$ cat config.mk
export PLATFORM = sky130hd
export DESIGN_NAME = bmp_rle8_decoder
export DESIGN_NICKNAME = d
export VERILOG_FILES = /design/src/brle_pkg.sv /design/src/bmp_rle8_decoder.sv /design/src/brle_fifo.sv /design/src/brle_front.sv /design/src/brle_back.sv
export SDC_FILE = /design/constraint.sdc
export NUM_CORES = 1
export LEC_CHECK = 0
export BUFFER_PORTS_ARGS = -buffer_cell sky130_fd_sc_hd__buf_2
export CAP_MARGIN = 25
export CORE_MARGIN = 2
export CORE_UTILIZATION = 40
export DETAILED_ROUTE_END_ITERATION = 6
export HOLD_SLACK_MARGIN = 0.12
export SKIP_CTS_REPAIR_TIMING = 1
export SLEW_MARGIN = 30
export SYNTH_ARGS = -nofsm -noshare
export SYNTH_HDL_FRONTEND = slang
export SYNTH_HIERARCHICAL = 1
export SYNTH_SLANG_ARGS = --single-unit
$ cat constraint.sdc
create_clock -name clk -period 6.95 [get_ports clk]
set_clock_uncertainty 0.1 [all_clocks]
set_input_delay 0.3475 -clock clk [delete_from_list [all_inputs] [get_ports clk]]
set_output_delay 0.3475 -clock clk [all_outputs]
set_load 0.01 [all_outputs]
$ cat src/brle_pkg.sv
// ----------------------------------------------------------------------------
// brle_pkg
// Shared types and constants of the BMP RLE8 decoder.
// ----------------------------------------------------------------------------
package brle_pkg;

  localparam int unsigned CodeW   = 8;
  localparam int unsigned LenW    = 8;
  localparam int unsigned ImgW    = 24;

  localparam int unsigned FifoDepth = 4;
  localparam int unsigned FifoAw    = $clog2(FifoDepth);

  // Second byte of an escape pair
  localparam logic [CodeW-1:0] EscEol   = 8'd0;
  localparam logic [CodeW-1:0] EscEob   = 8'd1;
  localparam logic [CodeW-1:0] EscDelta = 8'd2;

  typedef enum logic [1:0] {
    CMD_NONE,
    CMD_RUN,
    CMD_END
  } cmd_kind_t;

  // Command handed from the parser to the run executor
  typedef struct packed {
    cmd_kind_t         kind;
    logic              restart;
    logic [CodeW-1:0]  value;
    logic [LenW-1:0]   len;
  } cmd_t;

  typedef struct packed {
    logic [ImgW-1:0]   start_index;
    logic [LenW-1:0]   run_length;
    logic [CodeW-1:0]  pixel_value;
    logic              last;
    logic              overflow;
  } result_t;

endpackage

$ cat src/bmp_rle8_decoder.sv
// ----------------------------------------------------------------------------
// bmp_rle8_decoder
// BMP RLE8 stream decoder producing (value, length, start index) runs.
// ----------------------------------------------------------------------------
// Usage:
//   in_*  : one encoded byte per beat; in_tuser=1 marks the first byte of an
//           image and restarts the decoder before that byte is parsed.
//   out_* : one run per beat; tlast flags end of bitmap or an overflow stop,
//           tuser flags a run clipped at the image size.
//   cfg_* : image size in bytes, written while the decoder is idle.
// Throughput is one byte per cycle while the command queue has room. A
// parser stage classifies each byte, a four-entry command queue follows,
// and an executor computes the position and clipping into a registered
// output: a run is registered once its command leaves the queue. The
// executor does one add and compare per cycle, which sets the clock limit.
// When the receiver stalls, the output register holds its run; the queue
// absorbs up to four more commands before in_tready drops.
// Reset (synchronous, active low) clears phase, position, queue and size.
// Pad bytes, end of line and delta escapes are consumed with no output; after
// a stop every byte is dropped until the next in_tuser=1 beat.
// ----------------------------------------------------------------------------
module bmp_rle8_decoder (
  input  logic         clk,
  input  logic         rst_n,
  input  logic         cfg_wr_en,
  input  logic [23:0]  cfg_wr_data,   // image_bytes
  input  logic         in_tvalid,
  output logic         in_tready,
  input  logic [7:0]   in_tdata,      // [7:0] code_byte
  input  logic         in_tuser,      // first_byte
  output logic         out_tvalid,
  input  logic         out_tready,
  output logic [39:0]  out_tdata,     // [7:0] pixel_value, [15:8] run_length,
                                      // [39:16] start_index
  output logic         out_tlast,
  output logic         out_tuser      // overflow
);

  logic [brle_pkg::ImgW-1:0]  image_bytes_r;
  logic                       push_valid, push_ready;
  brle_pkg::cmd_t             push_cmd;
  logic                       pop_valid, pop_ready;
  brle_pkg::cmd_t             pop_cmd;
  brle_pkg::result_t          res;

  always_ff @(posedge clk) begin
    if (!rst_n) begin
      image_bytes_r <= '0;
    end else if (cfg_wr_en) begin
      image_bytes_r <= cfg_wr_data;
    end
  end

  brle_front u_front (
    .clk        (clk),
    .rst_n      (rst_n),
    .in_valid   (in_tvalid),
    .in_ready   (in_tready),
    .code_byte  (in_tdata),
    .first_byte (in_tuser),
    .push_valid (push_valid),
    .push_ready (push_ready),
    .push_cmd   (push_cmd)
  );

  brle_fifo u_fifo (
    .clk        (clk),
    .rst_n      (rst_n),
    .push_valid (push_valid),
    .push_ready (push_ready),
    .push_cmd   (push_cmd),
    .pop_valid  (pop_valid),
    .pop_ready  (pop_ready),
    .pop_cmd    (pop_cmd)
  );

  brle_back u_back (
    .clk         (clk),
    .rst_n       (rst_n),
    .image_bytes (image_bytes_r),
    .cmd_valid   (pop_valid),
    .cmd_ready   (pop_ready),
    .cmd         (pop_cmd),
    .res_valid   (out_tvalid),
    .res_ready   (out_tready),
    .res         (res)
  );

  assign out_tdata = {res.start_index, res.run_length, res.pixel_value};
  assign out_tlast = res.last;
  assign out_tuser = res.overflow;

endmodule

$ cat src/brle_fifo.sv
// ----------------------------------------------------------------------------
// brle_fifo
// Small command queue between the byte parser and the run executor.
// ----------------------------------------------------------------------------
module brle_fifo (
  input  logic            clk,
  input  logic            rst_n,
  input  logic            push_valid,
  output logic            push_ready,
  input  brle_pkg::cmd_t  push_cmd,
  output logic            pop_valid,
  input  logic            pop_ready,
  output brle_pkg::cmd_t  pop_cmd
);

  brle_pkg::cmd_t                  mem_r [brle_pkg::FifoDepth];
  logic [brle_pkg::FifoAw-1:0]     wr_ptr_r;
  logic [brle_pkg::FifoAw-1:0]     rd_ptr_r;
  logic [brle_pkg::FifoAw:0]       count_r;
  logic                            do_push;
  logic                            do_pop;

  assign push_ready = (count_r != (brle_pkg::FifoAw+1)'(brle_pkg::FifoDepth));
  assign pop_valid  = (count_r != '0);
  assign pop_cmd    = mem_r[rd_ptr_r];
  assign do_push    = push_valid && push_ready;
  assign do_pop     = pop_valid && pop_ready;

  always_ff @(posedge clk) begin
    if (do_push) begin
      mem_r[wr_ptr_r] <= push_cmd;
    end
  end

  always_ff @(posedge clk) begin
    if (!rst_n) begin
      wr_ptr_r <= '0;
      rd_ptr_r <= '0;
      count_r  <= '0;
    end else begin
      if (do_push) begin
        wr_ptr_r <= wr_ptr_r + 1'b1;
      end
      if (do_pop) begin
        rd_ptr_r <= rd_ptr_r + 1'b1;
      end
      case ({do_push, do_pop})
        2'b10:   count_r <= count_r + 1'b1;
        2'b01:   count_r <= count_r - 1'b1;
        default: count_r <= count_r;
      endcase
    end
  end

endmodule

$ cat src/brle_front.sv
// ----------------------------------------------------------------------------
// brle_front
// Byte parser: tracks pair / literal / pad phase and turns bytes into commands.
// ----------------------------------------------------------------------------
module brle_front (
  input  logic                        clk,
  input  logic                        rst_n,
  input  logic                        in_valid,
  output logic                        in_ready,
  input  logic [brle_pkg::CodeW-1:0]  code_byte,
  input  logic                        first_byte,
  output logic                        push_valid,
  input  logic                        push_ready,
  output brle_pkg::cmd_t              push_cmd
);

  typedef enum logic [2:0] {
    PH_OPCODE,
    PH_SECOND,
    PH_LITERAL,
    PH_PAD,
    PH_STOPPED
  } phase_t;

  phase_t                        phase_r, phase_nxt, phase_eff;
  logic [brle_pkg::CodeW-1:0]    held_r, held_nxt;
  logic [brle_pkg::LenW-1:0]     left_r, left_nxt;
  logic                          odd_r, odd_nxt;
  brle_pkg::cmd_t                cmd;

  assign in_ready = push_ready;

  always_comb begin
    phase_eff   = first_byte ? PH_OPCODE : phase_r;
    phase_nxt   = phase_eff;
    held_nxt    = held_r;
    left_nxt    = left_r;
    odd_nxt     = odd_r;
    cmd.kind    = brle_pkg::CMD_NONE;
    cmd.restart = first_byte;
    cmd.value   = code_byte;
    cmd.len     = brle_pkg::LenW'(1);
    case (phase_eff)
      PH_OPCODE: begin
        held_nxt  = code_byte;
        phase_nxt = PH_SECOND;
      end
      PH_SECOND: begin
        if (held_r != '0) begin
          cmd.kind  = brle_pkg::CMD_RUN;
          cmd.len   = held_r;
          phase_nxt = PH_OPCODE;
        end else if (code_byte == brle_pkg::EscEob) begin
          cmd.kind  = brle_pkg::CMD_END;
          phase_nxt = PH_STOPPED;
        end else if (code_byte == brle_pkg::EscEol || code_byte == brle_pkg::EscDelta) begin
          phase_nxt = PH_OPCODE;
        end else begin
          left_nxt  = code_byte;
          odd_nxt   = code_byte[0];
          phase_nxt = PH_LITERAL;
        end
      end
      PH_LITERAL: begin
        left_nxt = left_r - 1'b1;
        if (left_nxt == '0) begin
          phase_nxt = odd_r ? PH_PAD : PH_OPCODE;
        end
        cmd.kind = brle_pkg::CMD_RUN;
      end
      PH_PAD: begin
        phase_nxt = PH_OPCODE;
      end
      PH_STOPPED: begin
        phase_nxt = PH_STOPPED;
      end
      default: begin
        phase_nxt = PH_OPCODE;
      end
    endcase
  end

  // Forward restarts even when the byte itself yields no run
  assign push_valid = in_valid && ((cmd.kind != brle_pkg::CMD_NONE) || first_byte);
  assign push_cmd   = cmd;

  always_ff @(posedge clk) begin
    if (!rst_n) begin
      phase_r <= PH_OPCODE;
      held_r  <= '0;
      left_r  <= '0;
      odd_r   <= 1'b0;
    end else if (in_valid && in_ready) begin
      phase_r <= phase_nxt;
      held_r  <= held_nxt;
      left_r  <= left_nxt;
      odd_r   <= odd_nxt;
    end
  end

endmodule

$ cat src/brle_back.sv
// ----------------------------------------------------------------------------
// brle_back
// Run executor: places runs in the output, clips at image size, holds result.
// ----------------------------------------------------------------------------
module brle_back (
  input  logic                        clk,
  input  logic                        rst_n,
  input  logic [brle_pkg::ImgW-1:0]   image_bytes,
  input  logic                        cmd_valid,
  output logic                        cmd_ready,
  input  brle_pkg::cmd_t              cmd,
  output logic                        res_valid,
  input  logic                        res_ready,
  output brle_pkg::result_t           res
);

  logic                          out_valid_r;
  brle_pkg::result_t             res_r, res_nxt;
  logic [brle_pkg::ImgW-1:0]     pos_r, pos_nxt, pos_eff;
  logic                          stopped_r, stopped_nxt, stopped_eff;
  logic [brle_pkg::ImgW:0]       diff;
  logic [brle_pkg::ImgW-1:0]     room;
  logic                          clip;
  logic                          emit;

  assign cmd_ready = !out_valid_r || res_ready;
  assign res_valid = out_valid_r;
  assign res       = res_r;

  always_comb begin
    pos_eff     = cmd.restart ? '0 : pos_r;
    stopped_eff = cmd.restart ? 1'b0 : stopped_r;
    diff        = {1'b0, image_bytes} - {1'b0, pos_eff};
    room        = diff[brle_pkg::ImgW] ? '0 : diff[brle_pkg::ImgW-1:0];
    clip        = {{(brle_pkg::ImgW-brle_pkg::LenW){1'b0}}, cmd.len} > room;

    pos_nxt             = pos_eff;
    stopped_nxt         = stopped_eff;
    emit                = 1'b0;
    res_nxt.pixel_value = cmd.value;
    res_nxt.run_length  = cmd.len;
    res_nxt.start_index = pos_eff;
    res_nxt.last        = 1'b0;
    res_nxt.overflow    = 1'b0;
    if (!stopped_eff) begin
      case (cmd.kind)
        brle_pkg::CMD_RUN: begin
          emit = 1'b1;
          if (clip) begin
            // Clip to the space left and stop
            res_nxt.run_length = room[brle_pkg::LenW-1:0];
            res_nxt.last       = 1'b1;
            res_nxt.overflow   = 1'b1;
            pos_nxt            = image_bytes;
            stopped_nxt        = 1'b1;
          end else begin
            pos_nxt = pos_eff + {{(brle_pkg::ImgW-brle_pkg::LenW){1'b0}}, cmd.len};
          end
        end
        brle_pkg::CMD_END: begin
          emit                = 1'b1;
          res_nxt.pixel_value = '0;
          res_nxt.run_length  = '0;
          res_nxt.last        = 1'b1;
          stopped_nxt         = 1'b1;
        end
        default: begin
          emit = 1'b0;
        end
      endcase
    end
  end

  always_ff @(posedge clk) begin
    if (!rst_n) begin
      out_valid_r <= 1'b0;
      pos_r       <= '0;
      stopped_r   <= 1'b0;
    end else if (cmd_ready) begin
      out_valid_r <= cmd_valid && emit;
      if (cmd_valid) begin
        pos_r     <= pos_nxt;
        stopped_r <= stopped_nxt;
        res_r     <= res_nxt;
      end
    end
  end

endmodule

==> summary.txt <==
Outcome
  • Status: completed

Timing
  • Fmax: 150 MHz
  • Final Hold Fails: 0
  • Period utilization: 95.9%
  • Hold WS: 0.0810 ns
  • PnR worst setup slack: between 0.2 and 0.3 ns
  • Max Slew Vio Count: 0
  • Slew @ Worst Pin: 0.944 ns
  • Final setup viols: 0
  • Worst rel slew slack: 36.9%
  • Crit path time final: 6.66 ns
  • Setup total negative slack: 0 ns

Worst setup path
  • Critical path capture point type: flip-flop
  • CP Max Fanout: 21
  • Slowest-stage cell, CP: mux4_2
  • Critical Path AT: roughly 7 ns
  • Worst path cell trace: mux4_2, buf_4, buf_12, nand2b_1, ha_1, and4_1, and3_1, a211oi_2, o31ai_1, a221oi_2, o21bai_4, nand2_1, ha_1, nand3_1, o22ai_1, o21bai_1, a22oi_2, o211a_1, or3b_2, or4bb_1, nor4_4, buf_4, mux2i_1, a32o_1
  • Startpoint types: flip-flop
  • Max incr delay on CP: approximately 0.57 ns
  • CP required: around 7.2 ns
  • Setup CP Type: flip-flop to flip-flop

Logic synthesis
  • Cell Area, Synth: ~11,000 µm²
  • Top cell type's share of synthesized area: 32.0%
  • Post-synth EDFFs: between 100 and 150
  • #FFs+latches synth: slightly below 200
  • Dominant synthesized flop cell: edfxtp_1
  • Syn. warnings: 6
  • Sequential-to-total area share from yosys stat: 46.3%
  • Area contributors post-synth: edfxtp_1 (32%), dfxtp_1 (14%), ha_1 (5.5%)
  • Cells after Synth: just over 1,000
  • Post-synth cell types: 86
  • Most instantiated library cell after synthesis: edfxtp_1
  • Synthesized Nets: about 1,100
  • Mean Syn Cell Area: 10.7 µm²
  • Area leader, netlist: edfxtp_1
  • Post-synth ARST share: 0%
  • Top post-synthesis cells by count: edfxtp_1 (118), dfxtp_1 (79), nand2_1 (75)

GRT
  • Initial antenna violation count: 0
  • Number of global-route vias before repair: 7,966
  • First-pass GRT wire length: 45,100 µm
  • Gr ovfl total: 0
  • Largest net degree at the start of global routing: 44
  • Total GRT Usage: 20.3%

Routing
  • DR top layer: met4
  • First drt pass iteration count: 6
  • Initial DRC Count: approximately 800
  • Total number of vias: 8,518
  • Metal2 WL: 14,100 µm
  • DRC: 0
  • DR WL/cell: slightly below 20 µm
  • Met3 wire len: 1680 µm
  • Met1 wire length: 13,300 µm
  • Total Wirelength: just under 30,000 µm
  • Drt via density: 5.64
  • ANT nets after route: 0

Clocking
  • Clock-pin slew on the worst setup and hold paths: 0.08 ns
  • Sink Count: 197
  • Max clock buf depth: 2
  • CTS root buf: clkbuf_16
  • H-tree depth: 4
  • CTS Buf Count: 17
  • Worst skew pair latency: about 0.43 ns
  • CTS tree: done

Final layout
  • Diode count: 0
  • Final nets: between 1,000 and 1,500
  • Final instance area: 12,700 µm²
  • Layout cells sized above 1: 15.9%
  • Post-layout util: 46.8%
  • Area Overhead vs Synth: 14.5%

Floorplan
  • FP Rows: 60
  • Initial Util: 40.9%
  • IO Pins: 82
  • Core ar.: 27,100 µm²
  • Die area: between 20,000 and 30,000 µm²
  • Die extent in x: 170 µm
  • Die Y: around 170 µm

Placement
  • I/O Buffers: 81
  • Place WS: -0.0741 ns
  • Placed cell areas: 11,700 µm²
  • GP Congestion: 0.908
  • HPWL after DPL: 21,200 µm

Pwr
  • Cell Pwr Density: 340 nW/µm²
  • P_leak: 4.93 nW
  • Worst VDD drop: 177 µV

Min path
  • Tightest Hold Check Type: primary input to flip-flop
  • Hold Startpoint: cfg_wr_data[16]

Run
  • # Max-Cap Violations: 0
-- per-layer routing --
metal,track usage [%],vias up
li1,-,4043
met1,27.5,4140
met2,33.2,294
met3,3.74,41
met4,5.72,0
met5,0,-
-- metrics by stage --
stage,std cells,total power [mW]
6_report,1511,4.32
5_1_grt,1511,4.57
4_1_cts,1481,4.29
3_5_place_dp,1449,3.26
3_3_place_gp,1449,3.25
2_1_floorplan,1038,2.74
-- worst max-delay path: cells and delay by family, from the launching register on --
family,cells,cell delay [ns]
and+or+nand+nor,8,2.26
AOI/OAI and AO/OA,9,1.89
adders and majority gates,2,0.75
muxes,2,0.64
buffers and inverters,3,0.51
DFF,1,0.36
-- state kept, by name, indices dropped and copies added (netlist names), named ones only --
signal and flops:
u_back/res 42, image_bytes_r 24, u_back/pos_r 24, u_fifo/rd_ptr_r 2, u_back/stopped_r 1, u_front/left_r 8
u_back/res_valid 1, u_front/phase_r 3, u_fifo/mem_r 76, u_fifo/wr_ptr_r 2, u_fifo/count_r 3, u_front/held_r 8
u_front/odd_r 1
-- cells in the final DEF (no fill, tap or decap), types with 10 or more instances in the layout --
cell type / Yosys / layout
edfxtp_1: 118 / 118
and2_1: 29 / 25
nor3_1: 22 / 22
buf_2: 9 / 81
nand3_1: 32 / 32
nor2b_1: 34 / 34
ha_1: 49 / 49
clkbuf_16: 0 / 17
xor2_1: 10 / 10
nand4_1: 17 / 17
a211oi_1: 15 / 15
dlygate4sd3_1: 0 / 27
nand2b_1: 34 / 34
mux4_2: 10 / 10
a21oi_1: 42 / 42
xnor2_1: 18 / 18
mux2i_1: 52 / 52
inv_1: 51 / 50
nor2_1: 59 / 58
o211ai_1: 10 / 10
dfxtp_1: 79 / 79
buf_4: 12 / 19
o21ai_0: 38 / 38
nand2_1: 75 / 74
-- power by group --
part	internal [mW]	total [mW]	switching [mW]
registers	1.44	1.55	0.102
logic	0.686	1.75	1.07
clock network	0.497	1.02	0.520
-- final timing paths --
check / to / slack, ns / cells past startpoint
min reg2reg: u_back/stopped_r / 0.38 / 2
max: u_back/pos_r[9] / 0.29 / 24
max reg2reg: u_back/pos_r[9] / 0.29 / 24
min: image_bytes_r[16] / 0.08 / 3
-- cells by family after synthesis --
| group | synth area share [%] |
|---|---|
| AND/OR/NAND/NOR | 17.1 |
| multiplexers | 8.87 |
| adder cells (fa/ha/maj) | 6.08 |
| flip-flops | 46.3 |
| buffers and inverters | 5.12 |
| XOR/XNOR | 2.21 |
| AO/OA/AOI/OAI | 14.4 |
-- final cells by class --
class	count	area, µm²
Sequential cell	197	5120
Timing Repair Buffer	128	838
Inverter	53	200
Clock buffer	17	425
Fill cell	2564	14400
Tap cell	372	465
Clock inverter	15	188
Multi-Input combinational cell	729	5440
No activity file was read; power rests on OpenSTA's default activity.
